File: config.mk
export PLATFORM = sky130hd
export DESIGN_NAME = qlu_update
export DESIGN_NICKNAME = d
export VERILOG_FILES = /design/src/hdl/qlu_pkg.sv /design/src/hdl/qlu_update.sv
export SDC_FILE = /design/constraint.sdc
export NUM_CORES = 2
export LEC_CHECK = 0
export BUFFER_PORTS_ARGS = -buffer_cell sky130_fd_sc_hd__buf_2
export CAP_MARGIN = 30
export CORE_MARGIN = 3
export CORE_UTILIZATION = 55
export CTS_CLUSTER_SIZE = 28
export DETAILED_ROUTE_END_ITERATION = 16
export GPL_ROUTABILITY_DRIVEN = 0
export MAX_ROUTING_LAYER = met4
export PLACE_DENSITY = 0.78
export SLEW_MARGIN = 25
export SYNTH_ARGS = -nofsm -noshare
export SYNTH_HDL_FRONTEND = slang
export SYNTH_SLANG_ARGS = --single-unit
File: constraint.sdc
create_clock -name clk -period 9.8 [get_ports clk]
set_input_delay 1.96 -clock clk [delete_from_list [all_inputs] [get_ports clk]]
set_output_delay 1.96 -clock clk [all_outputs]
set_load 0.03 [all_outputs]
File: src/hdl/qlu_pkg.sv
// ---------------------------------------------------------------------------
// qlu_pkg
// shared types and constants of the q-learning update engine
// ---------------------------------------------------------------------------
`default_nettype none

package qlu_pkg;

  localparam int Q_W      = 32;
  localparam int CFG_W    = 16;
  localparam int CFG_IDX_W = 1;

  typedef logic signed [Q_W-1:0]   q_t;
  typedef logic [CFG_W-1:0]        cfg_word_t;
  typedef logic [CFG_IDX_W-1:0]    cfg_idx_t;
  typedef logic [1:0]              req_t;

  localparam req_t REQ_UPDATE = 2'd0;
  localparam req_t REQ_READ   = 2'd1;
  localparam req_t REQ_GREEDY = 2'd2;

  localparam cfg_idx_t CFG_LRATE = 1'd0;
  localparam cfg_idx_t CFG_DISC  = 1'd1;

  localparam cfg_word_t LRATE_RST = 16'd6554;
  localparam cfg_word_t DISC_RST  = 16'd64881;

  // stage strobes of the update arithmetic
  typedef struct packed {
    logic mul1;
    logic err;
    logic mul2;
  } upd_ctl_t;

endpackage

`default_nettype wire

File: src/hdl/qlu_update.sv
// ---------------------------------------------------------------------------
// qlu_update
// temporal difference arithmetic: discount multiply, error rounding,
// rate multiply, rounding and saturating add
// ---------------------------------------------------------------------------
`default_nettype none

module qlu_update (
  input  wire logic              clk,
  input  wire qlu_pkg::upd_ctl_t ctl,
  input  wire qlu_pkg::cfg_word_t learning_rate,
  input  wire qlu_pkg::cfg_word_t discount,
  input  wire qlu_pkg::q_t       reward,
  input  wire qlu_pkg::q_t       best_next,
  input  wire qlu_pkg::q_t       old_val,
  output qlu_pkg::q_t            new_val
);
  import qlu_pkg::*;

  localparam int P1_W = 49;
  localparam int T_W  = 51;
  localparam int E_W  = 35;
  localparam int P2_W = 52;
  localparam int D_W  = 36;
  localparam int NV_W = 37;

  q_t                     old_r;
  logic signed [P1_W-1:0] prod1_r;
  logic signed [E_W-1:0]  err_r;
  logic signed [P2_W-1:0] prod2_r;

  logic signed [P1_W-1:0] disc_x;
  logic signed [P1_W-1:0] best_x;
  logic signed [T_W-1:0]  rew_x;
  logic signed [T_W-1:0]  old_x;
  logic signed [T_W-1:0]  t_sum;
  logic signed [T_W-1:0]  t_rnd;
  logic signed [P2_W-1:0] lr_x;
  logic signed [P2_W-1:0] err_x;
  logic signed [P2_W-1:0] p2_rnd;
  logic signed [D_W-1:0]  delta;
  logic signed [NV_W-1:0] nv;
  logic [NV_W-32:0]       nv_hi;

  always_comb begin
    disc_x = P1_W'($signed({1'b0, discount}));
    best_x = P1_W'(best_next);
    rew_x  = {{(T_W-48){reward[Q_W-1]}}, reward, 16'd0};
    old_x  = {{(T_W-48){old_r[Q_W-1]}}, old_r, 16'd0};
    t_sum  = rew_x + T_W'(prod1_r) - old_x;
    t_rnd  = t_sum + T_W'(32768);
    lr_x   = P2_W'($signed({1'b0, learning_rate}));
    err_x  = P2_W'(err_r);
    p2_rnd = prod2_r + P2_W'(32768);
    delta  = D_W'(p2_rnd >>> 16);
    nv     = NV_W'(old_r) + NV_W'(delta);
    nv_hi  = nv[NV_W-1:31];
  end

  always_ff @(posedge clk) begin
    if (ctl.mul1) begin
      old_r   <= old_val;
      prod1_r <= disc_x * best_x;
    end
    if (ctl.err) begin
      err_r <= E_W'(t_rnd >>> 16);
    end
    if (ctl.mul2) begin
      prod2_r <= lr_x * err_x;
    end
  end

  // saturate to the signed 32-bit range
  always_comb begin
    if ((&nv_hi) || !(|nv_hi)) begin
      new_val = nv[Q_W-1:0];
    end else if (nv[NV_W-1]) begin
      new_val = {1'b1, {(Q_W-1){1'b0}}};
    end else begin
      new_val = {1'b0, {(Q_W-1){1'b1}}};
    end
  end

endmodule

`default_nettype wire

==> flow_metrics.env <==
export IMPL_synth_simple_area_share_pct=14.6
export IMPL_netlist_area_sq_um=47400
export IMPL_worst_ep_required_time_ps=10000
export IMPL_yosys_top_cells_area="fa_1 (44%), inv_1 (10%), edfxtp_1 (9.6%), ha_1 (8.5%), nand2_1 (6.1%)"
export IMPL_buffer_ports_inserted=163
export IMPL_yosys_warnings=0
export IMPL_number_of_synthesized_flops_with_an_enable_pin=152
export IMPL_worstSetupStartpointType="input port"
export IMPL_post_route_period_util_pct=90.5
export IMPL_synth_largest_area_cell="fa_1"
export IMPL_synth_top_family_by_area="adder cells"
export IMPL_cts_buffer_count=17
export IMPL_clkTransAtPathRegs_ps=60
export IMPL_wl_per_cell_um=18.5
export IMPL_arrival_ps=9060
export IMPL_drt_iter0_markers=2456
export IMPL_finalMaxSlewViolations=0
export IMPL_share_of_cells_above_drive_strength_1_pct=4.36
export IMPL_antenna_left=0
export IMPL_grt_antenna_before_repair=2
export IMPL_grt_usage_pct=28.1
export IMPL_dieArea_sq_um=89700
export IMPL_coreArea_sq_um=85300
export IMPL_synth_sequential_area_ratio_pct=9.63
export IMPL_clk_latency_ps=450
export IMPL_fin_tns_setup_ps=0
export IMPL_timing_max_slew_rel_slack_pct=38.2
export IMPL_synth_instances=5218
export IMPL_initial_utilization_pct=55.6
export IMPL_post_cts_resized_instances=0
export IMPL_synth_most_common_cell="inv_1"
export IMPL_synth_mux_area_share_pct=0.0528
export IMPL_number_of_optimization_iterations_in_the_first_detailed_route_pass=6
export IMPL_layout_net_count=6719
export IMPL_maxCapViolCount=0
export IMPL_first_global_vias=37400
export IMPL_cts_hold_fix_buffers=0
export IMPL_final_period_demand_of_the_worst_path_ps=8870
export IMPL_asyncSetResetFlopFracSynth_pct=0
export IMPL_setup_violations_final=0
export IMPL_rows=107
export IMPL_clock_fmax_ghz=0.113
export IMPL_grt_max_degree=59
export IMPL_floorplan_die_width_um=300
export IMPL_critical_path_peak_fanout=35
export IMPL_timing_clock_skew_ps=14.7
export IMPL_routed_via_density=5.50
export IMPL_r2r_end="prod2_r[50]"
export IMPL_detail_route_drc_violations=0
export IMPL_synth_xor_xnor_area_share_pct=3.51
export IMPL_critical_path_reg2reg_startpoint="err_r[13]"
export IMPL_tritoncts="done"
export IMPL_ctsLongestPathBuffers=2
export IMPL_syn_mean_instance_area_sq_um=9.08
export IMPL_wirelength_mm=118
export IMPL_vias=35000
export IMPL_worstMarginPinSlew_ps=928
export IMPL_global_route_wire_length_before_repair_mm=194
export IMPL_timing_reg2reg_setup_slack_ps=2220
export IMPL_synth_common_cells="inv_1 (1314), fa_1 (1052), nand2_1 (774)"
export IMPL_cts_post_setup_buffers_inserted=0
export IMPL_syn_to_final_growth_pct=4.66
export IMPL_grt_overflow_total=0
export IMPL_run_status="finished, final reports clean"
export IMPL_detailedPlacementHpwl_mm=95.4
export IMPL_synth_adder_area_share_pct=53.0
export IMPL_ys_types=70
export IMPL_floorplan_die_height_um=300
export IMPL_hold_path_class="flip-flop to flip-flop"
export IMPL_rsz0062_at_grt="no"
export IMPL_synth_compound_area_share_pct=7.19
export IMPL_crit_path_end="prod2_r[51]"
export IMPL_synth_nets=6725
export IMPL_timing_worst_setup_path_type="input port to flip-flop"
export IMPL_synth_main_ff_cell="edfxtp_1"
export IMPL_kind_of_end_point_of_the_critical_path="flip-flop"
export IMPL_critPathLaunch="learning_rate[3]"
export IMPL_io_pin_count=164
export IMPL_synth_top_area_share_pct=44.4
export IMPL_cts_sinks=152
export IMPL_final_hold_violation_count=0
export IMPL_synth_ff_latch_count=152
export IMPL_htreeDepth=4
export IMPL_reg2reg_depth=22
export IMPL_root_buffer="clkbuf_16"
==> kinds of logic (layout without fill, tap and decap cells) <==
kind of cell / after synthesis / in the layout
buffers and inverters: 1520 / 1527
other: 0 / 2
and+or+nand+nor: 1453 / 1453
adders and majority gates: 1375 / 1375
muxes: 2 / 2
DFF: 152 / 152
xor gates and xnor gates: 190 / 190
AOI/OAI and AO/OA: 526 / 526
==> layout make-up <==
| type | instances | area (sq um) |
|---|---|---|
| fill | 7283 | 35700 |
| clock inverter | 14 | 163 |
| multi-input combinational | 3546 | 37100 |
| clock buffer | 18 | 429 |
| timing repair buffer | 181 | 970 |
| inverter | 1314 | 4930 |
| antenna | 2 | 5.00 |
| sequential | 152 | 4560 |
| tap | 1144 | 1430 |
==> state kept, by name, indices dropped and copies added, names as in the netlist <==
register and cells:
err_r 35, old_r 32, prod2_r 37, prod1_r 48
==> layer usage <==
metal | vias up | share of wire [%] | global-route usage (%)
met4 | 0 | 3.7 | 9.39
li1 | 15600 | - | -
met3 | 267 | 11 | 7.42
met1 | 17500 | 40 | 36.3
met5 | - | 0 | -
met2 | 1661 | 46 | 43.5
==> placed cells by master (no fill, tap or decap), drive strengths merged, types with 5 or more instances in the layout <==
cell    instances
a211o           7
a211oi         16
a21boi          6
a21o           89
a21oi         165
a221oi          5
a31oi          21
a41o            5
a41oi           7
and2          402
and3           32
and4            6
buf           181
clkbuf         18
edfxtp        152
fa           1052
ha            323
inv          1321
nand2         774
nand2b         19
nand3          45
nand4          24
nor2           72
nor2b          32
nor3           26
o211ai         18
o21a           17
o21ai         102
o21bai         22
o22ai           5
o31ai           9
or3             5
xnor2         133
xor2           57
==> worst max-delay path, stage by stage <==
cell and delay [ps]:
buf_2 690, nand2_1 190, fa_1 530, fa_1 550, inv_1 60, fa_1 480
fa_1 560, fa_1 420, fa_1 460, ha_1 330, a211o_1 310, o22ai_1 150
or3_1 120, o21bai_1 270, a211oi_1 320, a31oi_1 400, o22ai_1 190, or4b_2 660
a31o_2 260, xnor2_1 120
==> worst min path at each step <==
| stage | from | endpoint | slack, ps | cells after the start |
|---|---|---|---|---|
| after floorplan | prod1_r[15] | err_r[0] | 710 | 3 |
| after global placement | prod1_r[15] | err_r[0] | 890 | 3 |
| after detailed placement | prod1_r[15] | err_r[0] | 910 | 3 |
| after CTS | prod1_r[15] | err_r[0] | 920 | 3 |
| after global routing | prod1_r[15] | err_r[0] | 1000 | 3 |
| final | prod1_r[15] | err_r[0] | 900 | 3 |
==> metrics by stage <==
stage | area [sq um] | utilization, % | instances | hold slack (ps) | setup slack, ps
after global placement | 49000 | 57.5 | 6336 | 893 | 661
after floorplan | 47400 | - | 5218 | 714 | 1500
after detailed placement | 49000 | 57.5 | 6336 | 908 | 573
final | 49600 | 58.2 | 6371 | 898 | 931
after global routing | 49600 | 58.2 | 6371 | 997 | 646
after CTS | 49600 | 58.2 | 6368 | 915 | 1040
Power is not shown: default switching activity piles up to over one toggle a cycle in this logic, so the estimate is an artifact.
